**src/rtl/core/cttok_pkg.sv**
```systemverilog
// Package for the config text tokenizer: widths, scan modes, token kinds,
// character codes, the token record and the character class functions.
// No dependencies.
`default_nettype none

package cttok_pkg;

  localparam int POS_W         = 24;
  localparam int LINE_W        = 24;
  localparam int VAL_W         = 32;
  localparam int KIND_W        = 3;
  localparam int COLOUR_W      = 24;
  localparam int COLOUR_DIGITS = 6;
  localparam int COLOUR_SPAN   = 7;
  localparam int QUEUE_DEPTH   = 3;

  localparam logic [POS_W-1:0]  POS_MAX  = '1;
  localparam logic [LINE_W-1:0] LINE_MAX = '1;
  localparam logic [VAL_W-1:0]  VAL_MAX  = '1;

  localparam logic [7:0] CH_NUL   = 8'h00;
  localparam logic [7:0] CH_TAB   = 8'h09;
  localparam logic [7:0] CH_LF    = 8'h0A;
  localparam logic [7:0] CH_VT    = 8'h0B;
  localparam logic [7:0] CH_FF    = 8'h0C;
  localparam logic [7:0] CH_CR    = 8'h0D;
  localparam logic [7:0] CH_SPACE = 8'h20;
  localparam logic [7:0] CH_HASH  = 8'h23;
  localparam logic [7:0] CH_QUOTE = 8'h27;
  localparam logic [7:0] CH_COMMA = 8'h2C;
  localparam logic [7:0] CH_SEMI  = 8'h3B;
  localparam logic [7:0] CH_0     = 8'h30;
  localparam logic [7:0] CH_9     = 8'h39;
  localparam logic [7:0] CH_UA    = 8'h41;
  localparam logic [7:0] CH_UF    = 8'h46;
  localparam logic [7:0] CH_UZ    = 8'h5A;
  localparam logic [7:0] CH_USCORE = 8'h5F;
  localparam logic [7:0] CH_LA    = 8'h61;
  localparam logic [7:0] CH_LF_A  = 8'h66;
  localparam logic [7:0] CH_LZ    = 8'h7A;

  typedef enum logic [2:0] {
    MODE_IDLE,
    MODE_STRING,
    MODE_COLOUR,
    MODE_NUMBER,
    MODE_WORD
  } mode_t;

  typedef enum logic [KIND_W-1:0] {
    TOK_NUMBER     = 3'd0,
    TOK_COLOUR     = 3'd1,
    TOK_STRING     = 3'd2,
    TOK_WORD       = 3'd3,
    TOK_EOF        = 3'd4,
    TOK_UNTERM     = 3'd5,
    TOK_BAD_COLOUR = 3'd6
  } kind_t;

  typedef struct packed {
    kind_t             kind;
    logic [LINE_W-1:0] line;
    logic [VAL_W-1:0]  value;
    logic [POS_W-1:0]  start;
    logic [POS_W-1:0]  len;
    logic              last;
  } token_t;

  function automatic logic is_digit(input logic [7:0] c);
    return (c >= CH_0) && (c <= CH_9);
  endfunction

  function automatic logic is_skip(input logic [7:0] c);
    return (c == CH_CR) || (c == CH_LF) || (c == CH_TAB) || (c == CH_SPACE) ||
           (c == CH_FF) || (c == CH_VT) || (c == CH_COMMA) || (c == CH_SEMI);
  endfunction

  function automatic logic is_word_char(input logic [7:0] c);
    return ((c >= CH_LA) && (c <= CH_LZ)) || ((c >= CH_UA) && (c <= CH_UZ)) ||
           is_digit(c) || (c == CH_USCORE);
  endfunction

  function automatic logic is_hex(input logic [7:0] c);
    return is_digit(c) || ((c >= CH_LA) && (c <= CH_LF_A)) ||
           ((c >= CH_UA) && (c <= CH_UF));
  endfunction

  function automatic logic [3:0] hex_nibble(input logic [7:0] c);
    logic [7:0] t;
    t = 8'h00;
    if (is_digit(c)) begin
      t = c - CH_0;
    end else if ((c >= CH_LA) && (c <= CH_LF_A)) begin
      t = c - CH_LA + 8'd10;
    end else begin
      t = c - CH_UA + 8'd10;
    end
    return t[3:0];
  endfunction

  function automatic logic [POS_W-1:0] pos_inc(input logic [POS_W-1:0] p);
    return (p == POS_MAX) ? POS_MAX : p + 1'b1;
  endfunction

endpackage

`default_nettype wire

```
**src/rtl/core/cttok_ifs.sv**
```systemverilog
// Valid/ready channel interfaces for the tokenizer: source bytes in, tokens out.
// Depends on cttok_pkg for field widths.
`default_nettype none

interface cttok_in_if;
  import cttok_pkg::*;
  logic       valid;
  logic       ready;
  logic [7:0] text_byte;

  modport source (output valid, output text_byte, input ready);
  modport sink (input valid, input text_byte, output ready);
endinterface

interface cttok_out_if;
  import cttok_pkg::*;
  logic              valid;
  logic              ready;
  logic [KIND_W-1:0] token_kind;
  logic [LINE_W-1:0] token_line;
  logic [VAL_W-1:0]  token_value;
  logic [POS_W-1:0]  span_start;
  logic [POS_W-1:0]  span_length;
  logic              last_of_run;

  modport source (output valid, output token_kind, output token_line, output token_value,
                  output span_start, output span_length, output last_of_run, input ready);
  modport sink (input valid, input token_kind, input token_line, input token_value,
                input span_start, input span_length, input last_of_run, output ready);
endinterface

`default_nettype wire

```
**src/rtl/core/cttok_scan.sv**
```systemverilog
// Scanner state and per-byte token logic: one byte per step, up to two tokens out.
// Depends on cttok_pkg.
`default_nettype none

module cttok_scan
  import cttok_pkg::*;
(
  input  wire logic       clk,
  input  wire logic       rst_n,
  input  wire logic       step,
  input  wire logic [7:0] text_byte,
  output token_t          tok0,
  output token_t          tok1,
  output logic [1:0]      tok_cnt
);

  mode_t             mode_r, mode_nxt;
  logic [VAL_W-1:0]  acc_r, acc_nxt;
  logic [2:0]        hex_r, hex_nxt;
  logic [LINE_W-1:0] line_r, line_nxt;
  logic [POS_W-1:0]  pos_r, pos_nxt;
  logic [POS_W-1:0]  tstart_r, tstart_nxt;
  logic [LINE_W-1:0] tline_r, tline_nxt;

  logic                again;
  logic                eof_hit;
  logic [POS_W-1:0]    span_len;
  logic [COLOUR_W-1:0] colour_acc;
  logic [VAL_W+3:0]    num_sum;
  token_t              lead;
  token_t              eof_tok;

  always_comb begin
    mode_nxt   = mode_r;
    acc_nxt    = acc_r;
    hex_nxt    = hex_r;
    line_nxt   = line_r;
    pos_nxt    = pos_r;
    tstart_nxt = tstart_r;
    tline_nxt  = tline_r;
    again      = 1'b0;
    eof_hit    = 1'b0;
    tok0       = '0;
    tok1       = '0;
    tok_cnt    = 2'd0;

    span_len   = pos_r - tstart_r;
    colour_acc = {acc_r[COLOUR_W-5:0], hex_nibble(text_byte)};
    num_sum    = ({4'b0, acc_r} << 3) + ({4'b0, acc_r} << 1) +
                 (VAL_W+4)'(text_byte - CH_0);

    lead       = '0;
    lead.line  = tline_r;
    lead.start = tstart_r;
    lead.len   = span_len;

    eof_tok       = '0;
    eof_tok.kind  = TOK_EOF;
    eof_tok.line  = line_r;
    eof_tok.start = pos_r;

    case (mode_r)
      MODE_STRING: begin
        if (text_byte == CH_NUL) begin
          tok0      = lead;
          tok0.kind = TOK_UNTERM;
          tok_cnt   = 2'd1;
          mode_nxt  = MODE_IDLE;
          again     = 1'b1;
        end else if (text_byte == CH_QUOTE) begin
          tok0      = lead;
          tok0.kind = TOK_STRING;
          tok_cnt   = 2'd1;
          mode_nxt  = MODE_IDLE;
        end else if ((text_byte == CH_LF) && (line_r != LINE_MAX)) begin
          line_nxt = line_r + 1'b1;
        end
      end
      MODE_COLOUR: begin
        if (!is_hex(text_byte)) begin
          tok0      = lead;
          tok0.kind = TOK_BAD_COLOUR;
          tok_cnt   = 2'd1;
          mode_nxt  = MODE_IDLE;
          again     = 1'b1;
        end else begin
          acc_nxt = VAL_W'(colour_acc);
          hex_nxt = hex_r + 3'd1;
          if (hex_r == 3'(COLOUR_DIGITS - 1)) begin
            tok0       = lead;
            tok0.kind  = TOK_COLOUR;
            tok0.value = VAL_W'({colour_acc[7:0], colour_acc[15:8], colour_acc[23:16]});
            tok0.len   = POS_W'(COLOUR_SPAN);
            tok_cnt    = 2'd1;
            mode_nxt   = MODE_IDLE;
            hex_nxt    = 3'd0;
          end
        end
      end
      MODE_NUMBER: begin
        if (is_digit(text_byte)) begin
          acc_nxt = (num_sum[VAL_W+3:VAL_W] != 4'd0) ? VAL_MAX : num_sum[VAL_W-1:0];
        end else begin
          tok0       = lead;
          tok0.kind  = TOK_NUMBER;
          tok0.value = acc_r;
          tok_cnt    = 2'd1;
          mode_nxt   = MODE_IDLE;
          again      = 1'b1;
        end
      end
      MODE_WORD: begin
        if (!is_word_char(text_byte)) begin
          tok0      = lead;
          tok0.kind = TOK_WORD;
          tok_cnt   = 2'd1;
          mode_nxt  = MODE_IDLE;
          again     = 1'b1;
        end
      end
      default: begin
        mode_nxt = MODE_IDLE;
        again    = 1'b1;
      end
    endcase

    if (again) begin
      if (is_skip(text_byte)) begin
        if ((text_byte == CH_LF) && (line_r != LINE_MAX)) begin
          line_nxt = line_r + 1'b1;
        end
      end else if (text_byte == CH_NUL) begin
        eof_hit = 1'b1;
        if (tok_cnt == 2'd0) begin
          tok0 = eof_tok;
        end else begin
          tok1 = eof_tok;
        end
        tok_cnt    = tok_cnt + 2'd1;
        mode_nxt   = MODE_IDLE;
        acc_nxt    = '0;
        hex_nxt    = 3'd0;
        line_nxt   = LINE_W'(1);
        pos_nxt    = '0;
        tstart_nxt = '0;
        tline_nxt  = LINE_W'(1);
      end else begin
        tstart_nxt = pos_r;
        tline_nxt  = line_r;
        acc_nxt    = '0;
        hex_nxt    = 3'd0;
        if (text_byte == CH_QUOTE) begin
          mode_nxt   = MODE_STRING;
          tstart_nxt = pos_inc(pos_r);
        end else if (text_byte == CH_HASH) begin
          mode_nxt = MODE_COLOUR;
        end else if (is_digit(text_byte)) begin
          mode_nxt = MODE_NUMBER;
          acc_nxt  = VAL_W'(text_byte - CH_0);
        end else begin
          mode_nxt = MODE_WORD;
        end
      end
    end

    if (!eof_hit) begin
      pos_nxt = pos_inc(pos_r);
    end

    if (tok_cnt == 2'd1) begin
      tok0.last = 1'b1;
    end else if (tok_cnt == 2'd2) begin
      tok1.last = 1'b1;
    end
  end

  always_ff @(posedge clk) begin
    if (!rst_n) begin
      mode_r   <= MODE_IDLE;
      acc_r    <= '0;
      hex_r    <= 3'd0;
      line_r   <= LINE_W'(1);
      pos_r    <= '0;
      tstart_r <= '0;
      tline_r  <= LINE_W'(1);
    end else if (step) begin
      mode_r   <= mode_nxt;
      acc_r    <= acc_nxt;
      hex_r    <= hex_nxt;
      line_r   <= line_nxt;
      pos_r    <= pos_nxt;
      tstart_r <= tstart_nxt;
      tline_r  <= tline_nxt;
    end
  end

`ifndef NO_ASSERTIONS
  a_eof_rewinds: assert property (@(posedge clk) disable iff (!rst_n)
    step && eof_hit |=> (pos_r == '0) && (line_r == LINE_W'(1)))
    else $error("position or line not rewound after end of source");

  a_second_is_eof: assert property (@(posedge clk) disable iff (!rst_n)
    tok_cnt == 2'd2 |-> (tok1.kind == TOK_EOF) && !tok0.last && tok1.last)
    else $error("second token of a byte is not a final end of source");

  a_line_nonzero: assert property (@(posedge clk) disable iff (!rst_n)
    (line_r != '0) && (tline_r != '0))
    else $error("line counter reached zero");

  a_colour_count: assert property (@(posedge clk) disable iff (!rst_n)
    mode_r == MODE_COLOUR |-> hex_r < 3'(COLOUR_DIGITS))
    else $error("colour digit count out of range");
`endif

endmodule

`default_nettype wire

```
**src/rtl/core/config_text_tokenizer.sv**
```systemverilog
// Top level of the config text tokenizer: input byte register, scanner and
// result queue. Depends on cttok_pkg, cttok_ifs and cttok_scan.
`default_nettype none

// Takes one source byte per cycle on in_chan and delivers tokens on out_chan.
// A byte is registered, scanned once the result queue has room and its tokens
// are queued. Most bytes yield zero or one token; a 0 byte that ends a number,
// word, bad colour or string yields that token and then the end-of-source
// token. The scanner advances only when the three-entry result queue has room
// for two tokens, which sustains one byte per cycle while the sink takes at
// least one token per cycle.
module config_text_tokenizer
  import cttok_pkg::*;
(
  input wire logic    clk,
  input wire logic    rst_n,
  cttok_in_if.sink    in_chan,
  cttok_out_if.source out_chan
);

  logic       byte_v_r, byte_v_nxt;
  logic [7:0] byte_r;

  token_t     q_r [QUEUE_DEPTH];
  token_t     q_nxt [QUEUE_DEPTH];
  logic [1:0] q_cnt_r, q_cnt_nxt;
  logic [1:0] cnt_after;

  logic       pop;
  logic       fire;
  logic       in_acc;

  token_t     tok0;
  token_t     tok1;
  logic [1:0] tok_cnt;

  assign pop       = out_chan.valid && out_chan.ready;
  assign cnt_after = q_cnt_r - {1'b0, pop};
  assign fire      = byte_v_r && (cnt_after <= 2'd1);
  assign in_chan.ready = !byte_v_r || fire;
  assign in_acc    = in_chan.valid && in_chan.ready;

  cttok_scan u_scan (
    .clk       (clk),
    .rst_n     (rst_n),
    .step      (fire),
    .text_byte (byte_r),
    .tok0      (tok0),
    .tok1      (tok1),
    .tok_cnt   (tok_cnt)
  );

  always_comb begin
    byte_v_nxt = byte_v_r;
    if (in_acc) begin
      byte_v_nxt = 1'b1;
    end else if (fire) begin
      byte_v_nxt = 1'b0;
    end

    q_cnt_nxt = fire ? cnt_after + tok_cnt : cnt_after;

    for (int i = 0; i < QUEUE_DEPTH; i++) begin
      if (pop && (i < QUEUE_DEPTH - 1)) begin
        q_nxt[i] = q_r[i+1];
      end else begin
        q_nxt[i] = q_r[i];
      end
      if (fire && (tok_cnt != 2'd0) && (2'(i) == cnt_after)) begin
        q_nxt[i] = tok0;
      end
      if (fire && (tok_cnt == 2'd2) && (2'(i) == cnt_after + 2'd1)) begin
        q_nxt[i] = tok1;
      end
    end
  end

  always_ff @(posedge clk) begin
    if (!rst_n) begin
      byte_v_r <= 1'b0;
      q_cnt_r  <= 2'd0;
    end else begin
      byte_v_r <= byte_v_nxt;
      q_cnt_r  <= q_cnt_nxt;
    end
  end

  always_ff @(posedge clk) begin
    if (in_acc) begin
      byte_r <= in_chan.text_byte;
    end
    for (int i = 0; i < QUEUE_DEPTH; i++) begin
      q_r[i] <= q_nxt[i];
    end
  end

  assign out_chan.valid       = (q_cnt_r != 2'd0);
  assign out_chan.token_kind  = q_r[0].kind;
  assign out_chan.token_line  = q_r[0].line;
  assign out_chan.token_value = q_r[0].value;
  assign out_chan.span_start  = q_r[0].start;
  assign out_chan.span_length = q_r[0].len;
  assign out_chan.last_of_run = q_r[0].last;

`ifndef NO_ASSERTIONS
  a_queue_bound: assert property (@(posedge clk) disable iff (!rst_n)
    fire |-> (32'(cnt_after) + 32'(tok_cnt)) <= QUEUE_DEPTH)
    else $error("result queue overflow");

  a_byte_held: assert property (@(posedge clk) disable iff (!rst_n)
    byte_v_r && !fire |=> byte_v_r && $stable(byte_r))
    else $error("pending byte lost before scan");

  a_queue_drains: assert property (@(posedge clk) disable iff (!rst_n)
    pop && !fire |=> q_cnt_r == $past(q_cnt_r) - 2'd1)
    else $error("queue count wrong after pop");
`endif

endmodule

`default_nettype wire

```
**src/flat_wrapper.sv**
```systemverilog
// flat-port wrapper written by rule: the top's interface ports become plain ports
module config_text_tokenizer_flat import cttok_pkg::*;
  (clk, rst_n, in_chan_valid, in_chan_text_byte, in_chan_ready, out_chan_valid, out_chan_token_kind, out_chan_token_line, out_chan_token_value, out_chan_span_start, out_chan_span_length, out_chan_last_of_run, out_chan_ready);
  cttok_in_if in_chan_i ();
  cttok_out_if out_chan_i ();
  input wire logic clk;
  input wire logic rst_n;
  input wire logic [$bits(in_chan_i.valid)-1:0] in_chan_valid;
  input wire logic [$bits(in_chan_i.text_byte)-1:0] in_chan_text_byte;
  output wire logic [$bits(in_chan_i.ready)-1:0] in_chan_ready;
  output wire logic [$bits(out_chan_i.valid)-1:0] out_chan_valid;
  output wire logic [$bits(out_chan_i.token_kind)-1:0] out_chan_token_kind;
  output wire logic [$bits(out_chan_i.token_line)-1:0] out_chan_token_line;
  output wire logic [$bits(out_chan_i.token_value)-1:0] out_chan_token_value;
  output wire logic [$bits(out_chan_i.span_start)-1:0] out_chan_span_start;
  output wire logic [$bits(out_chan_i.span_length)-1:0] out_chan_span_length;
  output wire logic [$bits(out_chan_i.last_of_run)-1:0] out_chan_last_of_run;
  input wire logic [$bits(out_chan_i.ready)-1:0] out_chan_ready;
  assign in_chan_i.valid = in_chan_valid;
  assign in_chan_i.text_byte = in_chan_text_byte;
  assign in_chan_ready = in_chan_i.ready;
  assign out_chan_valid = out_chan_i.valid;
  assign out_chan_token_kind = out_chan_i.token_kind;
  assign out_chan_token_line = out_chan_i.token_line;
  assign out_chan_token_value = out_chan_i.token_value;
  assign out_chan_span_start = out_chan_i.span_start;
  assign out_chan_span_length = out_chan_i.span_length;
  assign out_chan_last_of_run = out_chan_i.last_of_run;
  assign out_chan_i.ready = out_chan_ready;
  config_text_tokenizer u_core (.clk(clk), .rst_n(rst_n), .in_chan(in_chan_i), .out_chan(out_chan_i));
endmodule
```
**config.mk**
```make
export PLATFORM = sky130hd
export DESIGN_NAME = config_text_tokenizer_flat
export DESIGN_NICKNAME = d
export VERILOG_FILES = /design/src/rtl/core/cttok_pkg.sv /design/src/rtl/core/cttok_ifs.sv /design/src/rtl/core/cttok_scan.sv /design/src/rtl/core/config_text_tokenizer.sv /design/src/flat_wrapper.sv
export SDC_FILE = /design/constraint.sdc
export NUM_CORES = 1
export LEC_CHECK = 0
export BUFFER_PORTS_ARGS = -buffer_cell sky130_fd_sc_hd__buf_2
export CORE_MARGIN = 3
export CORE_UTILIZATION = 23
export CTS_CLUSTER_DIAMETER = 30
export CTS_CLUSTER_SIZE = 30
export DETAILED_ROUTE_END_ITERATION = 10
export PLACE_DENSITY = 0.43
export SLEW_MARGIN = 20
export SYNTH_ARGS = -nofsm -noshare
export SYNTH_HDL_FRONTEND = slang
export SYNTH_SLANG_ARGS = --single-unit
```
**constraint.sdc**
```tcl
create_clock -name clk -period 7.15 [get_ports clk]
set_clock_uncertainty 0.15 [all_clocks]
set_input_delay 1.43 -clock clk [delete_from_list [all_inputs] [get_ports clk]]
set_output_delay 1.43 -clock clk [all_outputs]
set_load 0.005 [all_outputs]
```
Word-level counts from Yosys, hierarchy flattened. Memories as Yosys holds them, arrays and structs flattened. Cells that the tools add are included.

Add/sub/neg operators: 17. Reductions and logical operators: 41. Muxes and demuxes: 92. Eq/ne operators: 27. $lt $le $gt $ge: 9. Bitwise gates (word level): 1.

Operator list (count): 108-bit 2-to-1 mux (18); 108-bit case mux with 4 select lines (1); 24-bit 2-to-1 mux (16); 32-bit 2-to-1 mux (9); 107-bit 2-to-1 mux (2); 106-bit 2-to-1 mux (1); 105-bit 2-to-1 mux (1); 32-bit case mux with 2 select lines (1); 3-bit 2-to-1 mux (17); 24-bit by 1-bit adder with 24-bit output, second input constant (2); 8-bit by 4-bit == test with 1-bit output, second input constant (5); 8-bit by 6-bit == test with 1-bit output, second input constant (5); 35-bit by 33-bit adder with 36-bit output (1); 36-bit adder (1); 8-bit by 7-bit less-or-equal comparator with 1-bit output, second input constant (4); 24-bit == test, second input constant (1); 24-bit inequality test, second input constant (1); 24-bit subtractor (1); 8-bit by 6-bit subtractor with 9-bit output, second input constant (2); 1-bit logical AND (17); 1-bit 2-to-1 mux (17); 8-bit by 7-bit greater-or-equal comparator with 1-bit output, second input constant (2); 1-bit logical OR (13); 3-bit case mux with 4 select lines (1); other kinds (30) (48).

Output and inout port bits: 110. Register bits: 145. Memories kept: 1. Logic and storage cells: 198. Memory bits (writable): 324. Input bits: 12.

Memory list: u_core.q_r (words 3, bits a word 108, read ports 3, clocked after memory_dff 0, wr ports 3, line config_text_tokenizer.sv:24) `token_t q_r [QUEUE_DEPTH];`.

Logic depth before layout (Yosys ltp). Gate-level depths: netlist (run 1).

Depth after elaboration: 16. Depth in mapped cells: 19. Depth with buffers taken out: 16.

Modules after synthesis. Synthesis (run 1) repeated with hierarchy kept, for this count alone.

Cells, all modules: 3089. Area total of the unflattened synthesis: 29950.0 µm².

Modules (own cells, without submodules): config_text_tokenizer (area each 16887.4 µm², instances 1, cells each 1266, sequential area each 10029.6 µm²); cttok_scan (area each 13062.5 µm², instances 1, cells each 1823, sequential area each 2682.6 µm²).

Worst setup path after synthesis (run 1). No wires, ideal clock.

Path kind: reg-to-reg. Start point: register u_core.byte_r[7]. End point: register u_core.u_scan.acc_r[24]. Setup time: 0.116 ns. Arrival time: 6.507 ns. Path slack: 0.377 ns. Period minus slack after synthesis: 6.773 ns. Required time: 6.884 ns. Buffers on the path: 3. Cell stages (with the launch flop): 18. Cell sequence: edfxtp_1 -> clkbuf_1 -> or2_2 -> clkbuf_1 -> nor2_1 -> fa_1 -> ha_1 -> o21a_1 -> o211a_1 -> a41oi_1 -> or4_1 -> a31oi_1 -> mux2_2 -> nand4_1 -> nor3_2 -> buf_2 -> nand4_1 -> a31o_2.

Word-level cells in the longest chain between the ends: 10. Elaborated cells on any way between the ends: 56. Classes of those cells: 3 x add/sub; 8 x order compare; 11 x eq/ne; 15 x mux; 19 x reduce/logical.

RTL lines: start, declared (line config_text_tokenizer.sv:22) `logic [7:0] byte_r;`; start signal, assigned (line config_text_tokenizer.sv:90) `byte_r <= in_chan.text_byte;`; parallel branches: the longest is 9 deep, another holds 36-bit adder; 32-bit 2-to-1 mux (*) (line cttok_scan.sv:127) `if (again) begin`; end signal, assigned (line cttok_scan.sv:188) `acc_r <= acc_nxt;`; end, declared (line cttok_scan.sv:18) `logic [VAL_W-1:0] acc_r, acc_nxt;`.

Mark *: on every way between the ends. A chain may end at the register's enable or synchronous reset.

Worst setup path after layout (run 1).
Start point: register u_core.byte_r[4]. End point: register u_core.u_scan.acc_r[6].

The elaborated chain is that of the path after synthesis.

==> impl_metrics.py, run 1 <==
metrics = {
    "cts": {
        "h-tree-depth": 3,
        "cts_sinks": 469,
        "postCtsResizedCells": 0,
        "cts-buffers-inserted": 113,
        "cts_setup_buffers": 0,
        "cts_root_buf": "clkbuf_16",
        "cts_tree": "built",
        "path_clk_slew_ns": 0.05,
        "clock_latency_ns": 0.67,
        "cts_hold_buf": 0,
        "clockBufferDepth": 3,
    },
    "global_route": {
        "grt_max_degree": 216,
        "antenna_found_initial": 7,
        "track_usage_pct": 14.22,
        "grt_pass1_wl_um": 131700,
        "grt_overflow_total": 0,
        "grt_pass1_vias": 21280,
    },
    "sta": {
        "fmax_mhz": 178.1,
        "finalCriticalPeriod_ns": 5.615,
        "layout_worst_path_cycle_share_pct": 78.53,
        "rsz0062_at_grt": "false",
        "drv_slew": 0,
        "finalSetupViolations": 0,
        "tightest_slew_ns": 1.043,
        "finalHoldViolCount": 0,
        "fin_ws_ns": 1.535,
        "slew_headroom_pct": 30.25,
        "setup_tns_ns": 0,
        "holdWs_ns": 0.2921,
    },
    "worst_setup_path": {
        "worstPathMaxFanout": 18,
        "r2r_start": "u_core.byte_r[4]$_DFFE_PP_",
        "rr_endpoint": "u_core.u_scan.acc_r[6]$_SDFFE_PN0P_",
        "cpLargestDelayFamily": "simple AND/OR/NAND/NOR gates",
        "worstRegToRegCells": 16,
        "critPathCaptureType": "flip-flop",
        "start_kind": "flip-flop",
        "criticalPathCategory": "reg -> reg",
        "cp_cell_sequence": "ha_1 -> nor2_4 -> buf_4 -> fa_1 -> ha_1 -> and4_1 -> and4_1 -> nand2_1 -> o21ai_0 -> nand3_1 -> a31oi_1 -> xor2_1 -> nor3_2 -> buf_12 -> a21oi_1 -> o31a_1",
        "r2r_slack_ns": 1.54,
        "cp.arrival_ns": 6.02,
        "cp.required_ns": 7.56,
        "cpPeakStageDelay_ns": 0.66,
        "critPathSlowestCell": "nor3_2",
        "cp_num_buf_inv": 2,
    },
    "routing": {
        "wl_per_cell_um": 18.77,
        "via_per_inst": 4.766,
        "ant_nets": 0,
        "vias": 21800,
        "drcViolationCount": 0,
        "drt_first_pass_iters": 5,
        "routed_wl_um": 85830,
        "drt_iter0_drc": 1516,
    },
    "pwr": {
        "clkPwrFrac_pct": 44.2,
        "p_switching_w": 0.004107,
        "seqPwrFrac_pct": 30.0,
        "p_int_w": 0.008195,
        "leakage_nw": 11.94,
        "comb_power_share_pct": 25.8,
        "powerDensity_nw_per_um2": 391.9,
        "vdd_drop_max_v": 0.0002652,
        "sw_frac_of_total_pct": 33.39,
    },
    "synth": {
        "avgSynthCellArea_um2": 8.649,
        "yosys_warnings": 0,
        "synth_cell_types": 83,
        "ys_async_sr_fraction_pct": 0,
        "synth_most_common_cell": "nand2_1",
        "synth_area_leader_cell": "dfxtp_1",
        "yosys_register_bits": 469,
        "synth.area.top_cells": "dfxtp_1, edfxtp_1, a21oi_1, nand2_1, nor2_1",
        "syn-num-nets": 3146,
        "synth_top_area_share_pct": 23.79,
        "synth_commonest_cells": "nand2_1, a21oi_1, dfxtp_1, nor2_1, o21ai_0",
        "synth_seq_area_share_pct": 41.92,
        "synth_cells": 3026,
        "synthesis.area_um2": 26170,
        "ys.flop_type": "dfxtp_1",
        "synth_edf_count": 158,
    },
    "floorplanning": {
        "die_area_um2": 117900,
        "die_w_um": 343.3,
        "start_util_pct": 23.23,
        "ios": 122,
        "rows": 123,
        "die_h_um": 343.3,
        "core_area_um2": 112700,
    },
    "place": {
        "gp_congestion": 0.8356,
        "numPortBuffers": 121,
        "dp_hpwl_um": 55590,
        "detailedPlace.worstSlack_ns": 1.471,
    },
    "worst_hold_path": {
        "hp-start": "u_core.q_r[0][296]$_SDFFE_PP0P_",
        "whs_path_depth": 2,
        "min_path_type": "reg -> reg",
        "hold_end": "u_core.q_r[0][188]$_SDFFE_PP0P_",
    },
    "cells_and_area": {
        "layout-drive-gt1-share_pct": 13.85,
        "nNetsFinal": 3087,
        "area_delta_synth_final_pct": 19.94,
    },
    "flow_run": {
        "max-cap-violations": 0,
    },
    "status": {
        "status": "complete, no violations",
    },
}
-- how the worst max path moves through the flow --
stage	from	endpoint	slack (ns)	depth (start not counted)
final	u_core.byte_r[4]$_DFFE_PP_	u_core.u_scan.acc_r[6]$_SDFFE_PN0P_	1.54	16
after floorplan	u_core.byte_r[7]$_DFFE_PP_	u_core.u_scan.acc_r[24]$_SDFFE_PN0P_	0.38	17
after detailed placement	u_core.byte_r[7]$_DFFE_PP_	u_core.u_scan.acc_r[6]$_SDFFE_PN0P_	1.47	16
after global placement	u_core.byte_r[4]$_DFFE_PP_	u_core.u_scan.acc_r[6]$_SDFFE_PN0P_	1.49	16
after global routing	u_core.byte_r[1]$_DFFE_PP_	u_core.q_r[0][84]$_DFFE_PP_	1.05	14
after CTS	u_core.byte_r[7]$_DFFE_PP_	u_core.u_scan.acc_r[6]$_SDFFE_PN0P_	1.46	16
-- final cells by class --
| cell class | instances | area [µm²] |
|---|---|---|
| Tap cell | 1500 | 1877 |
| Clock buffer | 145 | 3120 |
| Multi-Input combinational cell | 2150 | 13220 |
| Timing Repair Buffer | 160 | 935.9 |
| Sequential cell | 469 | 10970 |
| Clock inverter | 71 | 975.9 |
| Fill cell | 12110 | 81260 |
| Antenna cell | 5 | 12.51 |
| Inverter | 73 | 274.0 |
-- worst min-delay path, cell delays in order (launching register included) --
cell and delay, ns:
dfxtp_1 0.30, nand2_1 0.05, a311oi_1 0.08
-- cell usage in the layout (no fill, tap or decap), types with 40 or more instances in the layout --
cell / instances
a21oi_1: 320
a22o_1: 40
a311oi_1: 49
a31oi_1: 44
and2_1: 73
and3_1: 40
buf_2: 121
clkbuf_16: 115
dfxtp_1: 311
edfxtp_1: 158
ha_1: 76
inv_1: 70
mux2i_1: 56
nand2_1: 356
nand3_1: 98
nor2_1: 261
nor2b_1: 65
o21ai_0: 193
-- registers in the layout, indices dropped and copies added, names as in the netlist --
signal and count:
u_core.q_r 324, u_core.u_scan.acc_r 32, u_core.u_scan.line_r 24, u_core.u_scan.pos_r 24, u_core.u_scan.tline_r 24, u_core.u_scan.tstart_r 24
u_core.byte_r 8, u_core.u_scan.hex_r 3, u_core.u_scan.mode_r 3, u_core.q_cnt_r 2, u_core.byte_v_r 1
-- power by group through the flow --
stage | sequential (W) | clock [W] | combinational [W]
3_3_place_gp | 0.00375 | 0 | 0.00321
2_1_floorplan | 0.00360 | 0 | 0.00241
6_report | 0.00369 | 0.00543 | 0.00318
3_5_place_dp | 0.00374 | 0 | 0.00321
5_1_grt | 0.00375 | 0.00568 | 0.00355
4_1_cts | 0.00370 | 0.00554 | 0.00323
-- metrics by stage --
| step | utilization [%] | area, µm² | total power, W | cells |
|---|---|---|---|---|
| 2_1_floorplan | - | 26170 | 0.006008 | 3026 |
| 3_3_place_gp | 24.21 | 27270 | 0.006961 | 4352 |
| 3_5_place_dp | 24.21 | 27270 | 0.006954 | 4352 |
| 4_1_cts | 27.85 | 31370 | 0.01247 | 4568 |
| 5_1_grt | 27.85 | 31380 | 0.01298 | 4568 |
| 6_report | 27.86 | 31390 | 0.01230 | 4573 |
-- routing by layer --
metal  share of wire [%]  GRT usage [%]  vias up
li1                    -              -    10660
met1                  47          19.61    10460
met2                  44          21.82      542
met3                 5.7          2.827      129
met4                 2.9          5.516        4
met5               0.031              0        -
-- kinds of logic (layout without fill, tap and decap cells) --
family | after synthesis | after routing | share of synthesized area, %
DFF | 469 | 469 | 41.92
adders and majority gates | 108 | 108 | 6.081
buffers and inverters | 407 | 449 | 7.941
xor gates and xnor gates | 57 | 57 | 1.908
muxes | 59 | 59 | 2.271
AOI/OAI and AO/OA | 901 | 901 | 21.64
other | 0 | 5 | 0
and+or+nand+nor | 1025 | 1025 | 18.24
No activity file was read; power rests on OpenSTA's default activity.
==> run 2: changes to the inputs <==
ABC_AREA = 1   (was not set)
clock period = 4.6 ns   (was 7.15 ns; I/O delays follow)
==> run 2 against run 1 <==
Against the previous run: sequential share of layout area down 5.1 points; hold slack worse by 0.073 ns; cell area up 17%; global-route usage up 1.4 points; total power up 78%; count of clock-buffer cells in the layout up 48; critical path type is now reg -> out; largest cell class unchanged; highest routed layer unchanged.
==> impl_metrics.py, run 2 <==
metrics = {
    "global_route": {
        "antenna_found_initial": 6,
        "grt_max_degree": 122,
        "grt_pass1_vias": 27870,
        "grt_overflow_total": 0,
        "grt_pass1_wl_um": 168300,
        "track_usage_pct": 15.62,
    },
    "synth": {
        "synth_cell_types": 51,
        "synth_edf_count": 158,
        "synth_most_common_cell": "nand2_1",
        "ys_async_sr_fraction_pct": 0,
        "yosys_warnings": 0,
        "synth_cells": 4443,
        "synth_top_area_share_pct": 20.54,
        "synthesis.area_um2": 30310,
        "avgSynthCellArea_um2": 6.822,
        "synth_area_leader_cell": "dfxtp_1",
        "synth.area.top_cells": "dfxtp_1, edfxtp_1, nand2_1, inv_1, nand3_1",
        "yosys_register_bits": 469,
        "ys.flop_type": "dfxtp_1",
        "synth_seq_area_share_pct": 36.19,
        "synth_commonest_cells": "nand2_1, inv_1, nand3_1, nor2_1, dfxtp_1",
        "syn-num-nets": 4563,
    },
    "sta": {
        "setup_tns_ns": 0,
        "rsz0062_at_grt": "false",
        "fmax_mhz": 232.1,
        "slew_headroom_pct": 26.45,
        "drv_slew": 0,
        "finalSetupViolations": 0,
        "finalHoldViolCount": 0,
        "holdWs_ns": 0.2194,
        "layout_worst_path_cycle_share_pct": 93.67,
        "tightest_slew_ns": 1.103,
        "finalCriticalPeriod_ns": 4.309,
    },
    "worst_hold_path": {
        "hp-start": "in_chan_text_byte[2]",
        "min_path_type": "in -> reg",
        "whs_path_depth": 1,
        "hold_end": "u_core.byte_r[2]$_DFFE_PP_",
    },
    "cts": {
        "clockBufferDepth": 3,
        "h-tree-depth": 4,
        "cts_sinks": 469,
        "cts_root_buf": "clkbuf_16",
        "cts_tree": "built",
        "clock_latency_ns": 0.73,
        "cts_hold_buf": 0,
        "cts-buffers-inserted": 138,
        "path_clk_slew_ns": 0.04,
    },
    "floorplanning": {
        "start_util_pct": 23.29,
        "die_h_um": 369.0,
        "die_area_um2": 136200,
        "die_w_um": 369.0,
        "ios": 122,
        "core_area_um2": 130100,
        "rows": 132,
    },
    "pwr": {
        "seqPwrFrac_pct": 25.1,
        "p_int_w": 0.01352,
        "clkPwrFrac_pct": 44.0,
        "p_switching_w": 0.008318,
        "sw_frac_of_total_pct": 38.09,
        "powerDensity_nw_per_um2": 594.5,
        "vdd_drop_max_v": 0.0003233,
        "comb_power_share_pct": 30.9,
        "leakage_nw": 15.87,
    },
    "cells_and_area": {
        "nNetsFinal": 4529,
        "top_regs": "u_core.q_r x324, u_core.u_scan.acc_r x32",
        "layout_commonest_cell": "nand2_1",
        "largest_reg_flops": 324,
        "fill_cells": 14460,
        "regArea_um2": 10970,
        "layout-drive-gt1-share_pct": 10.68,
        "multi_input_area_um2": 15110,
        "registers.top_by_ff_count": "u_core.q_r",
        "final_cell_mix": "nand2_1, inv_1, nand3_1, dfxtp_1, nor2_1",
        "area_delta_synth_final_pct": 21.19,
        "final_core_util_pct": 28.23,
    },
    "routing": {
        "routed_wl_um": 107700,
        "vias": 28610,
        "drt_first_pass_iters": 5,
        "via_per_inst": 4.566,
        "drt_iter0_drc": 1946,
        "wl_per_cell_um": 17.19,
        "ant_nets": 0,
        "drcViolationCount": 0,
    },
    "place": {
        "numPortBuffers": 121,
        "dp_hpwl_um": 71830,
        "gp_congestion": 0.8564,
    },
    "status": {
        "status": "complete, no violations",
    },
    "worst_setup_path": {
        "rr_endpoint": "u_core.u_scan.acc_r[30]$_SDFFE_PN0P_",
        "r2r_start": "u_core.byte_r[5]$_DFFE_PP_",
        "criticalPathCategory": "reg -> out",
        "r2r_slack_ns": 0.42,
        "start_kind": "flip-flop",
        "worstPathMaxFanout": 5,
        "cp.arrival_ns": 3.24,
        "cp.required_ns": 3.53,
        "worstRegToRegCells": 21,
        "critPathCaptureType": "output pin",
    },
    "flow_run": {
        "max-cap-violations": 0,
    },
}
-- run 2: area by class of cell --
cell class,instances,share of cell area (%)
inverters,615,6.301
clock inverters,60,2.125
well taps,1742,5.933
clock buffers,193,10.88
repair buffers,201,3.760
flip-flops and latches,469,29.86
diodes,1,0.006812
multi-input cells,2984,41.13
-- run 2: kinds of logic after synthesis --
| logic type | share of synthesized area (%) |
|---|---|
| simple gates | 30.99 |
| flops | 36.19 |
| buf+inv | 14.29 |
| xor+xnor | 1.965 |
| fa+ha+maj | 5.251 |
| compound gates | 11.28 |
| mux | 0.03303 |
-- run 2: what timing repair did --
action	CTS	global route
hold endpoints to repair	0	0
gates resized for setup	0	2
setup endpoints to repair	0	85
setup buffers	0	2
-- run 2: worst max-delay path by stage --
stage,depth (start not counted),endpoint,from,slack (ns)
5_1_grt,21,u_core.u_scan.acc_r[30]$_SDFFE_PN0P_,u_core.byte_r[5]$_DFFE_PP_,0.03
4_1_cts,9,in_chan_ready,u_core.q_cnt_r[1]$_SDFF_PN0_,0.27
2_1_floorplan,20,u_core.u_scan.acc_r[15]$_SDFFE_PN0P_,u_core.byte_r[4]$_DFFE_PP_,0.08
6_report,9,in_chan_ready,u_core.q_cnt_r[1]$_SDFF_PN0_,0.29
3_3_place_gp,17,u_core.q_r[0][41]$_DFFE_PP_,u_core.byte_r[1]$_DFFE_PP_,0.29
3_5_place_dp,16,u_core.q_r[0][250]$_DFFE_PP_,u_core.byte_r[1]$_DFFE_PP_,0.32
-- run 2: critical path: stages (launching register included) --
cell and delay [ns]:
dfxtp_1 0.32, nor2_1 0.45, inv_1 0.17, nand2_4 0.09
inv_1 0.15, ha_1 0.25, xnor2_1 0.40, inv_1 0.15
nand2_1 0.34, buf_2 0.19
-- run 2: metal layers --
layer | wire length [µm] | vias up | part of all wire (%) | track usage [%]
met2 | 48610 | 632 | 45 | 24.85
met5 | 12 | - | 0.011 | 0
met3 | 4822 | 175 | 4.5 | 2.665
met1 | 51450 | 13480 | 48 | 21.36
li1 | - | 14310 | - | -
met4 | 2783 | 2 | 2.6 | 5.181
-- run 2: power by group through the flow --
| stage | combinational [W] | sequential (W) | clock, W |
|---|---|---|---|
| floorplan | 0.00467 | 0.00536 | 0 |
| global placement | 0.00677 | 0.00555 | 0 |
| detailed placement | 0.00676 | 0.00555 | 0 |
| CTS | 0.00679 | 0.00548 | 0.00981 |
| global route | 0.00750 | 0.00555 | 0.0101 |
| finish | 0.00675 | 0.00548 | 0.00961 |
-- run 2: metrics by stage --
step | power (W) | instance area [µm²] | cells | setup slack (ns)
floorplan | 0.01003 | 30330 | 4443 | 0.07854
global placement | 0.01232 | 31930 | 6009 | 0.2891
detailed placement | 0.01231 | 31930 | 6009 | 0.3155
CTS | 0.02209 | 36710 | 6262 | 0.2656
global route | 0.02312 | 36730 | 6264 | 0.02566
finish | 0.02184 | 36730 | 6265 | 0.2914
